**config.mk**
```make
export PLATFORM = sky130hd
export DESIGN_NAME = srt_rbuf
export DESIGN_NICKNAME = d
export VERILOG_FILES = /design/src/hw/rtl/assert_macros.svh /design/src/hw/rtl/srt_pkg.sv /design/src/hw/rtl/srt_rbuf.sv
export SDC_FILE = /design/constraint.sdc
export NUM_CORES = 1
export LEC_CHECK = 0
export BUFFER_PORTS_ARGS = -buffer_cell sky130_fd_sc_hd__clkbuf_2
export CORE_ASPECT_RATIO = 1.1
export CORE_UTILIZATION = 55
export DETAILED_ROUTE_END_ITERATION = 16
export PLACE_DENSITY_LB_ADDON = 0.12
export SLEW_MARGIN = 20
export SYNTH_ARGS = -nofsm -noshare
export SYNTH_HDL_FRONTEND = slang
export SYNTH_SLANG_ARGS = --single-unit
```
**constraint.sdc**
```tcl
create_clock -name aclk -period 5.3 [get_ports aclk]
set_clock_uncertainty 0.1 [all_clocks]
set_input_delay 1.06 -clock aclk [delete_from_list [all_inputs] [get_ports aclk]]
set_output_delay 1.06 -clock aclk [all_outputs]
set_load 0.05 [all_outputs]
```
**src/hw/rtl/assert_macros.svh**
```systemverilog
// Assertion helpers for the RTL files.
`ifndef ASSERT_MACROS_SVH
`define ASSERT_MACROS_SVH

// Clocked check, disabled while reset is held.
`define SRT_ASSERT(lbl, prop) \
    lbl: assert property (@(posedge aclk) disable iff (!aresetn) prop) else $error("check failed");

// Clocked check that also holds during reset.
`define SRT_ASSERT_ALWAYS(lbl, prop) \
    lbl: assert property (@(posedge aclk) prop) else $error("check failed");

`endif

```
**src/hw/rtl/srt_pkg.sv**
```systemverilog
package srt_pkg;

    localparam int TABLE_DEPTH   = 64;
    localparam int ADV_BYTES_MAX = 32;
    localparam int BUF_DEPTH     = ADV_BYTES_MAX + 2;
    localparam int IDX_W         = $clog2(TABLE_DEPTH);
    localparam int CNT_W         = $clog2(TABLE_DEPTH + 1);
    localparam int BUF_AW        = $clog2(BUF_DEPTH + 1);
    localparam int POS_W         = $clog2(ADV_BYTES_MAX);
    localparam int DATA_AW       = IDX_W + POS_W;
    localparam int MIN_ADV_LEN   = 13;

    localparam logic [7:0] BYTE_AD_LEN   = 8'h09;
    localparam logic [7:0] BYTE_SVC_DATA = 8'h16;
    localparam logic [7:0] BYTE_FLAG     = 8'h80;
    localparam logic [7:0] BYTE_MFG      = 8'hFF;
    localparam logic [7:0] BYTE_LEN_ALT  = 8'h0B;
    localparam logic [7:0] BYTE_TAIL     = 8'hFE;

    typedef enum logic [1:0] {
        FUNC_HEADER = 2'd0,
        FUNC_BYTE   = 2'd1,
        FUNC_READ   = 2'd2,
        FUNC_NONE   = 2'd3
    } srt_func_t;

    typedef enum logic [2:0] {
        PROTO_BEACON    = 3'd0,
        PROTO_TELEMETRY = 3'd1
    } srt_proto_t;

    typedef enum logic [1:0] {
        CFG_PROTOCOL = 2'd0,
        CFG_OFFSET   = 2'd1,
        CFG_FILTER   = 2'd2
    } srt_cfg_idx_t;

    typedef enum logic [3:0] {
        OUT_FILTERED  = 4'd0,
        OUT_INSERTED  = 4'd1,
        OUT_PRESENT   = 4'd2,
        OUT_FULL      = 4'd3,
        OUT_RESP_DONE = 4'd4,
        OUT_UNKNOWN   = 4'd5,
        OUT_RESP_LIM  = 4'd6,
        OUT_READ      = 4'd7,
        OUT_BAD_INDEX = 4'd8
    } srt_outcome_t;

    typedef struct packed {
        logic [2:0]  protocol;
        logic [4:0]  uuid_offset;
        logic [31:0] uuid_filter;
    } srt_cfg_t;

    typedef struct packed {
        logic [1:0]  func;
        logic        scan_response;
        logic [47:0] address;
        logic [4:0]  payload_len;
        logic [7:0]  byte_value;
        logic        last;
        logic [5:0]  entry_index;
        logic [4:0]  position;
        logic        from_response;
    } srt_item_t;

    typedef struct packed {
        srt_outcome_t outcome;
        logic [5:0]   table_index;
        logic [47:0]  entry_address;
        logic [4:0]   adv_length;
        logic [4:0]   resp_length;
        logic [7:0]   signal;
        logic [7:0]   data_byte;
    } srt_result_t;

    // Fixed-position bytes of the current report, zero when not received
    typedef struct packed {
        logic [7:0] b0;
        logic [7:0] b1;
        logic [7:0] b2;
        logic [7:0] b3;
        logic [7:0] b10;
        logic [7:0] b11;
    } srt_fixed_t;

    typedef struct packed {
        logic              clear;
        logic [BUF_AW-1:0] raddr;
    } srt_buf_req_t;

endpackage

```
**src/hw/rtl/srt_rbuf.sv**
```systemverilog
module srt_rbuf import srt_pkg::*; (
    input  logic              aclk,
    input  logic              aresetn,
    input  logic              wr_en,
    input  logic [7:0]        wr_byte,
    input  logic              hdr_clear,
    input  srt_buf_req_t      req,
    output logic [7:0]        rdata,
    output srt_fixed_t        fixed
);

    logic [7:0]        buf_mem [BUF_DEPTH];
    logic [7:0]        rd_reg;
    logic              rd_ok_reg;
    logic [BUF_AW-1:0] fill_reg;
    logic [7:0]        cap_reg [6];
    logic              room;

    assign room = (fill_reg < BUF_AW'(BUF_DEPTH));

    // Track fill; bytes at or above it read as zero
    always_ff @(posedge aclk) begin
        if (!aresetn) begin
            fill_reg <= '0;
        end else if (hdr_clear || req.clear) begin
            fill_reg <= '0;
        end else if (wr_en && room) begin
            fill_reg <= fill_reg + BUF_AW'(1);
        end
    end

    // Store the byte and keep copies of the fixed-position pattern bytes
    always_ff @(posedge aclk) begin
        if (wr_en && room) begin
            buf_mem[fill_reg] <= wr_byte;
            if (fill_reg == BUF_AW'(0))  cap_reg[0] <= wr_byte;
            if (fill_reg == BUF_AW'(1))  cap_reg[1] <= wr_byte;
            if (fill_reg == BUF_AW'(2))  cap_reg[2] <= wr_byte;
            if (fill_reg == BUF_AW'(3))  cap_reg[3] <= wr_byte;
            if (fill_reg == BUF_AW'(10)) cap_reg[4] <= wr_byte;
            if (fill_reg == BUF_AW'(11)) cap_reg[5] <= wr_byte;
        end
        rd_reg    <= buf_mem[req.raddr < BUF_AW'(BUF_DEPTH) ? req.raddr : '0];
        rd_ok_reg <= (req.raddr < fill_reg);
    end

    assign rdata     = rd_ok_reg ? rd_reg : 8'h00;
    assign fixed.b0  = (fill_reg > BUF_AW'(0))  ? cap_reg[0] : 8'h00;
    assign fixed.b1  = (fill_reg > BUF_AW'(1))  ? cap_reg[1] : 8'h00;
    assign fixed.b2  = (fill_reg > BUF_AW'(2))  ? cap_reg[2] : 8'h00;
    assign fixed.b3  = (fill_reg > BUF_AW'(3))  ? cap_reg[3] : 8'h00;
    assign fixed.b10 = (fill_reg > BUF_AW'(10)) ? cap_reg[4] : 8'h00;
    assign fixed.b11 = (fill_reg > BUF_AW'(11)) ? cap_reg[5] : 8'h00;

endmodule

```
Word-level counts from Yosys, hierarchy flattened --
Memories as Yosys holds them, arrays and structs flattened. A register that Yosys moved wholly into a read port is not among the register bits. Index checks and enable logic that the tools add are counted.
Cells by class: reduce and logical (&&, ||, !) cells 9, bitwise logic cells 1, equal/unequal tests 5, order comparisons 9, add/subtract/negate cells 1, muxes and demuxes 43
Operators with widths (count):
- 8-bit two-way mux | 12
- 8-bit OR reduction | 5
- 1-bit two-way mux | 25
- 3-bit two-way mux | 5
- 6-bit by 2-bit equality test with 1-bit output (second input constant) | 2
- 6-bit by 4-bit equality test with 1-bit output (second input constant) | 2
- 6-bit by 1-bit > comparator with 1-bit output (second input constant) | 2
- 6-bit by 2-bit > comparator with 1-bit output (second input constant) | 2
- 6-bit by 4-bit > comparator with 1-bit output (second input constant) | 2
- 6-bit < comparator (second input constant) | 2
- 6-bit by 1-bit adder with 6-bit output (second input constant) | 1
- 6-bit by 1-bit equality test with 1-bit output (second input constant) | 1
- 6-bit logical NOT | 1
- 6-bit < comparator | 1
- 6-bit two-way mux | 1
- 2-bit OR reduction | 1
- 1-bit logical AND | 1
- 1-bit logical OR | 1
- 1-bit inverter | 1
Word-level totals: register bits 7, memory bits (writable) 320, memories kept 2, input port bits 19, output and inout bits 56, word-level logic and storage cells 72
Memories:
- buf_mem | depth 34, width 8, rd ports 1, clocked after memory_dff 1, wr ports 1, RTL line srt_rbuf.sv:12 | logic [7:0] buf_mem [BUF_DEPTH];
- cap_reg | depth 6, width 8, rd ports 6, clocked after memory_dff 0, wr ports 1, RTL line srt_rbuf.sv:16 | logic [7:0] cap_reg [6];

Logic depth before layout (Yosys ltp) --
Gate-level depths: netlist (run 1).
depth after elaboration 10, gate-level depth with buffers 8, depth with buffers taken out 7

Worst setup path after synthesis (run 1) --
OpenSTA, ideal clock, no wires.
path type reg2out, start point register fill_reg[0], end point output port fixed[32] (netlist name), stages on the path, launching flop included 6, buffers on the path 1, required time 4.140 ns, arrival 1.908 ns, setup slack 2.232 ns, path through dfxtp_1 -> clkbuf_1 -> inv_1 -> ha_1 -> o21a_1 -> nor2b_1
RTL lines:
- from (decl) | RTL line srt_rbuf.sv:15 | logic [BUF_AW-1:0] fill_reg;
- from (signal assigned) | RTL line srt_rbuf.sv:28 | fill_reg <= fill_reg + BUF_AW'(1);
- to (decl) | RTL line srt_rbuf.sv:9 | output srt_fixed_t fixed

==> metrics, run 1 <==
ANT nets after route 0; Starting Density 56.0%; DR WL met3 2760 um; worst r2r dst buf_mem[33][1]$_DFFE_PP_; Congestion Overflow GR 0; crit path capture type primary output; vias per cell 6.21; Clock Latency Late Sink 510 ps; failing checks design-rule violations; r2r setup slk 2610 ps; cells on worst reg2reg path 4; CP max FO 10; DP Cell Count 1,232; Remaining DRCs 1; HPWL after detailed placement 20,500 um; Ys Warns 0; Avg Cell Area, Syn 15.4 um2; largest net degree at the start of global routing 81; 1st-pass router iterations 11; GRT Total Usage 26.4%; Max rail drop VDD 0.300 mV; max reg flops 272; Worst-Margin Slew 1130 ps; Seq cells post-synth 335; worst hold path type reg -> reg; CP arrival 2330 ps; CTS tree yes; clock sinks 335; first-pass GRT wire length 48,700 um; count leader, synth edfxtp_1; Net count, final 986; Synth area leaders edfxtp_1 70%, mux2i_1 3.0%, mux4_2 2.5%; setup TNS 0 ps; Seq/Total Area, Yosys 72.6%; met2 wire len 15,700 um; Tmin final 3490 ps; CP Class reg -> out; hold depth 2; Initial DRC Count 811; unrepaired setup endpoints after global routing false; share of layout cells above drive strength 1 18.5%; Max-Cap Viols 0; row cnt 60; final period utilization 65.8%; DR top layer met4; die area 25,500 um2; main flop type after synthesis edfxtp_1; r2r startpoint fill_reg[2]$_SDFFE_PP0P_; I/O Buffers 74; CTS buffer count 34; FFs w/ async S/R, synth 0%; # diodes 0; drt total wl 33,100 um; synthesized net count 915; Fin. Hold Viols 0; final setup violation count 0; CORE AREA 24,400 um2; fin. max-slew vios 0; Synth-to-Final Area Change 12.8%; Vias 8,038; H-Tree Depth 2; Post-synth top cells 320 x edfxtp_1, 74 x nor2_1, 53 x nor2b_1; Leak 5.18 nW; PwrDens 364 nW/um2; hold-fix buffers at CTS 0; drt wl/cell 25.6 um; status complete, but fails checks; Worst setup SP type flop; vias in the first global route 7,861; total I/O pin count 75; top cell type's share of synthesized area 70.4%; Critical Path RT 4140 ps; EDFF count, synth 320; clock root cell clkbuf_16; Min-Delay Endpoint fill_reg[5]$_SDFFE_PP0P_; Gates resized, CTS repair 0; Mapped Cells 887; Netlist cell types 44; Slew headroom 24.7%; GPL Wtd Cong 0.934; Die H 167 um; Metal-1 WL 13,400 um; initial antenna violation count 1; die width 152 um; Syn Std Cell Area 13,700 um2; Highest Clock Rate 287 MHz; clock slew at the register clock pins of the worst setup and hold paths 60 ps; postcts setup bufs 0; Hold Startpoint fill_reg[5]$_SDFFE_PP0P_; CTS max path bufs 3; final non-filler cell total 1,294; dominant cell type by area after synthesis edfxtp_1
-- metal layers --
layer / vias up / global-route usage (%)
met2: 424 / 42.6
li1: 3576 / -
met1: 3960 / 35.5
met3: 78 / 5.05
met4: 0 / 11.0
met5: - / 0
-- worst max-delay path by stage --
| stage | start | to | slack (ps) | depth (start not counted) |
|---|---|---|---|---|
| CTS | fill_reg[0]$_SDFFE_PP0P_ | fixed[28] | 1790 | 4 |
| floorplan | fill_reg[0]$_SDFFE_PP0P_ | fixed[32] | 2230 | 5 |
| global route | fill_reg[0]$_SDFFE_PP0P_ | fixed[30] | 1600 | 4 |
| global placement | req[1] | rd_reg[3]$_DFF_P_ | 1560 | 7 |
| detailed placement | req[1] | rd_reg[1]$_DFF_P_ | 1490 | 7 |
| finish | fill_reg[0]$_SDFFE_PP0P_ | fixed[28] | 1810 | 4 |
-- critical path, stage by stage (launching register included) --
cell and delay, ps:
dfxtp_1 560, inv_1 230, o21ai_0 530, and2_1 230
clkbuf_2 280
-- area by class of cell --
type	count	area, um2
clock buffers	45	966
clock inverters	17	138
fillers	1697	9000
inverters	19	71.3
multi-input cells	485	3480
flip-flops and latches	335	9910
well taps	310	388
repair buffers	83	453
-- placed cells by master, fill, tap and decap left out, types with 16 or more instances in the layout --
cell and count:
o221ai_1 38, clkbuf_2 73, o22ai_1 16, nor2_1 74, mux2_2 24, clkbuf_16 37, and2_1 26, nor2b_1 53
a21oi_1 46, o21ai_0 40, edfxtp_1 320, mux2i_1 41, inv_1 19, nand2_1 27
-- report_power, final --
| group | leakage (nW) | internal, mW | switching [mW] |
|---|---|---|---|
| Clock | 0.538 | 1.38 | 0.968 |
| Combinational | 1.63 | 0.0939 | 0.232 |
| Sequential | 3.01 | 2.92 | 0.0102 |
| Total | 5.18 | 4.40 | 1.21 |
-- per-stage QoR --
stage | utilization, % | hold WS, ps | total power [mW] | area [um2] | setup WS (ps)
2_1_floorplan | - | 492 | 3.18 | 13700 | 2230
3_3_place_gp | 58.6 | 505 | 3.31 | 14300 | 1560
3_5_place_dp | 58.6 | 519 | 3.31 | 14300 | 1490
5_1_grt | 63.1 | 553 | 5.75 | 15400 | 1600
4_1_cts | 63.1 | 527 | 5.63 | 15400 | 1790
6_report | 63.1 | 529 | 5.61 | 15400 | 1810
-- logic make-up after synthesis --
kind of cell | after synthesis | synth area share [%]
XOR/XNOR | 3 | 0.192
flip-flops | 335 | 72.6
buffers and inverters | 67 | 2.14
adder cells (fa/ha/maj) | 9 | 0.825
AND/OR/NAND/NOR | 204 | 7.42
AO/OA/AOI/OAI | 189 | 9.38
multiplexers | 80 | 7.46
Power figures use the tool's default switching activity.
==> run 2: changes to the inputs <==
==> constraint.sdc (replaced) <==
create_clock -name aclk -period 3.4 [get_ports aclk]
set_clock_uncertainty 0.1 [all_clocks]
set_input_delay 0.68 -clock aclk [delete_from_list [all_inputs] [get_ports aclk]]
set_output_delay 0.68 -clock aclk [all_outputs]
set_load 0.05 [all_outputs]
==> run 2 against run 1 <==
Net effect: the flow still finishes with violations (design-rule violations); register-to-register slack got worse by 1500 ps; first-iteration DRC count is 2.5% higher; clock power is 57% higher; sequential share of layout area down 0.83 points; via count up 1.3%; global-route usage rose by 0.51 points; critical path depth is the same; die area stayed put; sequential power increased by 56%; largest cell class unchanged.
==> metrics, run 2 (synthesis gave the netlist of run 1 again) <==
status complete, but fails checks; failing checks design-rule violations; Max-Cap Viols 0; # diodes 0; row cnt 60; Worst setup SP type flop; CTS buffer count 34; clock root cell clkbuf_16; # fillers 1,702; Synth-to-Final Area Change 14.3%; PwrDens 564 nW/um2; final non-filler cell total 1,318; Worst path slowest cell o21ai_0; die area 25,500 um2; Highest Clock Rate 321 MHz; max reg flops 272; postcts setup bufs 0; final period utilization 91.7%; worst r2r dst buf_mem[26][1]$_DFFE_PP_; H-Tree Depth 2; first-pass GRT wire length 50,000 um; unrepaired setup endpoints after global routing false; crit path capture fixed[25]; CORE AREA 24,400 um2; GPL Wtd Cong 0.951; Starting Density 56.0%; Vias 8,142; setup TNS 0 ps; crit path buf inv count 2; die width 152 um; clock slew at the register clock pins of the worst setup and hold paths 60 ps; initial antenna violation count 0; final setup violation count 0; CTS tree yes; Remaining DRCs 1; Die H 167 um; ANT nets after route 0; final core occ 64.0%; Tmin final 3120 ps; CP max FO 10; Fin. Hold Viols 0; crit path cell chain inv_1 > o21ai_0 > and2_1 > clkbuf_2; Max stage delay on crit path 580 ps; r2r setup slk 1060 ps; Worst-Margin Slew 1100 ps; worst hold path type in -> reg; Clock Latency Late Sink 510 ps; DP Cell Count 1,258; Slew headroom 26.9%; Critical Path RT 2620 ps; Congestion Overflow GR 0; GRT Total Usage 26.9%; drt total wl 33,300 um; Gates resized, CTS repair 0; share of layout cells above drive strength 1 20.2%; CP startpoint fill_reg[1]$_SDFFE_PP0P_; clock sinks 335; HPWL after detailed placement 21,000 um; total I/O pin count 75; drt wl/cell 25.3 um; commonest non-fill, non-tap cell in the layout edfxtp_1; r2r startpoint fill_reg[2]$_SDFFE_PP0P_; Max rail drop VDD 0.675 mV; Initial DRC Count 831; most frequent cells in the layout 320 x edfxtp_1, 74 x nor2_1, 73 x clkbuf_2; Crit path max-delay family compound AO/OA/AOI/OAI gates; cells on worst reg2reg path 3; Net count, final 1,012; vias in the first global route 8,032; CP Class reg -> out; crit path capture type primary output; vias per cell 6.18; CTS max path bufs 3; CP arrival 2340 ps; fin. max-slew vios 0; Min Hold Slack 444 ps; largest net degree at the start of global routing 50; Leak 5.31 nW; cell depth of the worst setup path 4; 1st-pass router iterations 12; I/O Buffers 74; hold-fix buffers at CTS 0
==> run 2: worst min-delay path: cells and delay by family <==
family	cells	cell delay, ps
AND/OR/NAND/NOR	1	60
AO/OA/AOI/OAI	1	140
buffers and inverters	1	130
==> run 2: final cells by class <==
cell class	instances	area, um2	share of cell area (%)
multi-input cells	485	3470	22.2
clock inverters	13	143	0.914
flip-flops and latches	335	9910	63.5
well taps	310	388	2.49
repair buffers	109	661	4.23
inverters	19	71.3	0.457
clock buffers	47	963	6.17
==> run 2: how the worst min path moves through the flow <==
stage                                   from                        to  slack (ps)  cells past startpoint
floorplan           buf_mem[32][6]$_DFFE_PP_         rd_reg[6]$_DFF_P_         490                      4
global placement    fill_reg[5]$_SDFFE_PP0P_  fill_reg[5]$_SDFFE_PP0P_         500                      2
detailed placement  fill_reg[5]$_SDFFE_PP0P_  fill_reg[5]$_SDFFE_PP0P_         500                      2
CTS                                    wr_en  fill_reg[1]$_SDFFE_PP0P_         420                      3
global route                           wr_en  fill_reg[1]$_SDFFE_PP0P_         480                      3
finish                                 wr_en  fill_reg[1]$_SDFFE_PP0P_         440                      3
==> run 2: metal layers <==
metal | part of all wire [%] | up-vias | track usage (%)
met5 | 0 | - | 0
met4 | 3.5 | 0 | 10.4
met3 | 9.5 | 85 | 6.16
met2 | 48 | 468 | 43.4
met1 | 39 | 3949 | 35.9
li1 | - | 3640 | -
==> run 2: power breakdown <==
part           leakage [nW]  internal [mW]  switching, mW
clock                 0.539           2.21           1.48
sequential             3.01           4.55         0.0172
combinational          1.76          0.156          0.371
==> run 2: through the flow <==
stage               setup slack, ps  power (mW)  cell area (um2)
finish                          281        8.79            15600
global route                   56.0        9.02            15600
CTS                             255        8.84            15600
detailed placement              537        5.18            14500
global placement                576        5.17            14500
floorplan                       712        4.96            13700
==> run 3: changes to the inputs <==
==> constraint.sdc (replaced) <==
create_clock -name aclk -period 3.4 [get_ports aclk]
set_clock_uncertainty 0.1 [all_clocks]
set_input_delay 0.34 -clock aclk [delete_from_list [all_inputs] [get_ports aclk]]
set_output_delay 0.34 -clock aclk [all_outputs]
set_load 0.05 [all_outputs]
==> run 3 against run 2 <==
Net effect: hold slack got worse by 340 ps; fmax grew 13%; largest cell class unchanged; flip-flop and latch count is the same; global-route usage is 0.082 points lower; utilization fell by 0.15 points; critical path depth is the same; the run still ends with design-rule violations left; first-iteration DRC count decreased by 0.36%.
==> metrics, run 3 (synthesis gave the netlist of run 1 again) <==
initial antenna violation count 1; CTS max path bufs 3; hold-fix buffers at CTS 0; GPL Wtd Cong 0.885; Leak 5.26 nW; # diodes 0; Tmin final 2750 ps; Slew headroom 28.4%; Remaining DRCs 2; Worst setup SP type flop; Max-Cap Viols 0; CP max FO 10; crit path capture type primary output; ANT nets after route 0; drt total wl 33,200 um; Starting Density 56.0%; worst hold path type in -> reg; Gates resized, CTS repair 0; I/O Buffers 74; row cnt 60; postcts setup bufs 0; Min Hold Slack 104 ps; Vias 8,149; CP arrival 2310 ps; CP Class reg -> out; 1st-pass router iterations 11; CTS tree yes; die width 152 um; Highest Clock Rate 363 MHz; first-pass GRT wire length 50,100 um; Synth-to-Final Area Change 14.0%; Worst-Margin Slew 1070 ps; fin. max-slew vios 0; setup TNS 0 ps; Net count, final 995; hold depth 3; CTS buffer count 34; Die H 167 um; HPWL after detailed placement 20,800 um; failing checks design-rule violations; PwrDens 582 nW/um2; status complete, but fails checks; Clock Latency Late Sink 510 ps; cells on worst reg2reg path 4; Max rail drop VDD 0.487 mV; max reg flops 272; Fin. Hold Viols 0; clock slew at the register clock pins of the worst setup and hold paths 60 ps; Congestion Overflow GR 0; final setup violation count 0; H-Tree Depth 2; commonest non-fill, non-tap cell in the layout edfxtp_1; die area 25,500 um2; clock sinks 335; CORE AREA 24,400 um2; vias in the first global route 7,980; Critical Path RT 2960 ps; largest net degree at the start of global routing 41; drt wl/cell 25.5 um; share of layout cells above drive strength 1 19.4%; most frequent cells in the layout 320 x edfxtp_1, 74 x nor2_1, 73 x clkbuf_2; Initial DRC Count 828; unrepaired setup endpoints after global routing false; total I/O pin count 75; vias per cell 6.26; clock root cell clkbuf_16; GRT Total Usage 26.8%; final period utilization 81.0%
run 3: routing by layer:
layer  routed length (um)  up-vias  global-route usage, %
met5                    0        -                      0
met4                 1060        0                   9.45
met3                 3100       70                   5.93
met2                15600      439                   42.0
met1                13500     4035                   37.4
li1                     -     3605                      -
run 3: cell type report:
class,instances,area [um2]
Inverter,19,71.3
Fill cell,1741,8830
Sequential cell,335,9910
Multi-Input combinational cell,485,3470
Clock buffer,40,937
Timing Repair Buffer,92,533
Clock inverter,20,260
Tap cell,310,388
run 3: final timing paths:
kind                                 start  slack [ps]                  endpoint
setup / recovery  fill_reg[0]$_SDFFE_PP0P_         650                 fixed[30]
hold / removal                       wr_en         100  fill_reg[1]$_SDFFE_PP0P_
setup reg to reg  fill_reg[2]$_SDFFE_PP0P_         730  buf_mem[33][2]$_DFFE_PP_
hold reg to reg   fill_reg[5]$_SDFFE_PP0P_         520  fill_reg[5]$_SDFFE_PP0P_
run 3: power breakdown:
group	switching, mW	internal (mW)	total (mW)
Clock	1.54	2.43	3.97
Combinational	0.371	0.153	0.525
Sequential	0.0155	4.55	4.57
run 3: through the flow:
| step | instance area [um2] | setup WS [ps] | std cells | power (mW) | util [%] |
|---|---|---|---|---|---|
| detailed placement | 14400 | 483 | 1241 | 5.17 | 58.9 |
| global placement | 14400 | 598 | 1241 | 5.17 | 58.9 |
| floorplan | 13700 | 983 | 887 | 4.96 | - |
| global route | 15600 | 385 | 1301 | 9.31 | 63.8 |
| CTS | 15600 | 616 | 1301 | 9.10 | 63.8 |
| finish | 15600 | 645 | 1301 | 9.07 | 63.8 |
run 3: critical path: stages (launching register included):
cell and delay (ps):
dfxtp_1 540, inv_1 230, o21ai_0 530, and2_1 230, clkbuf_2 280
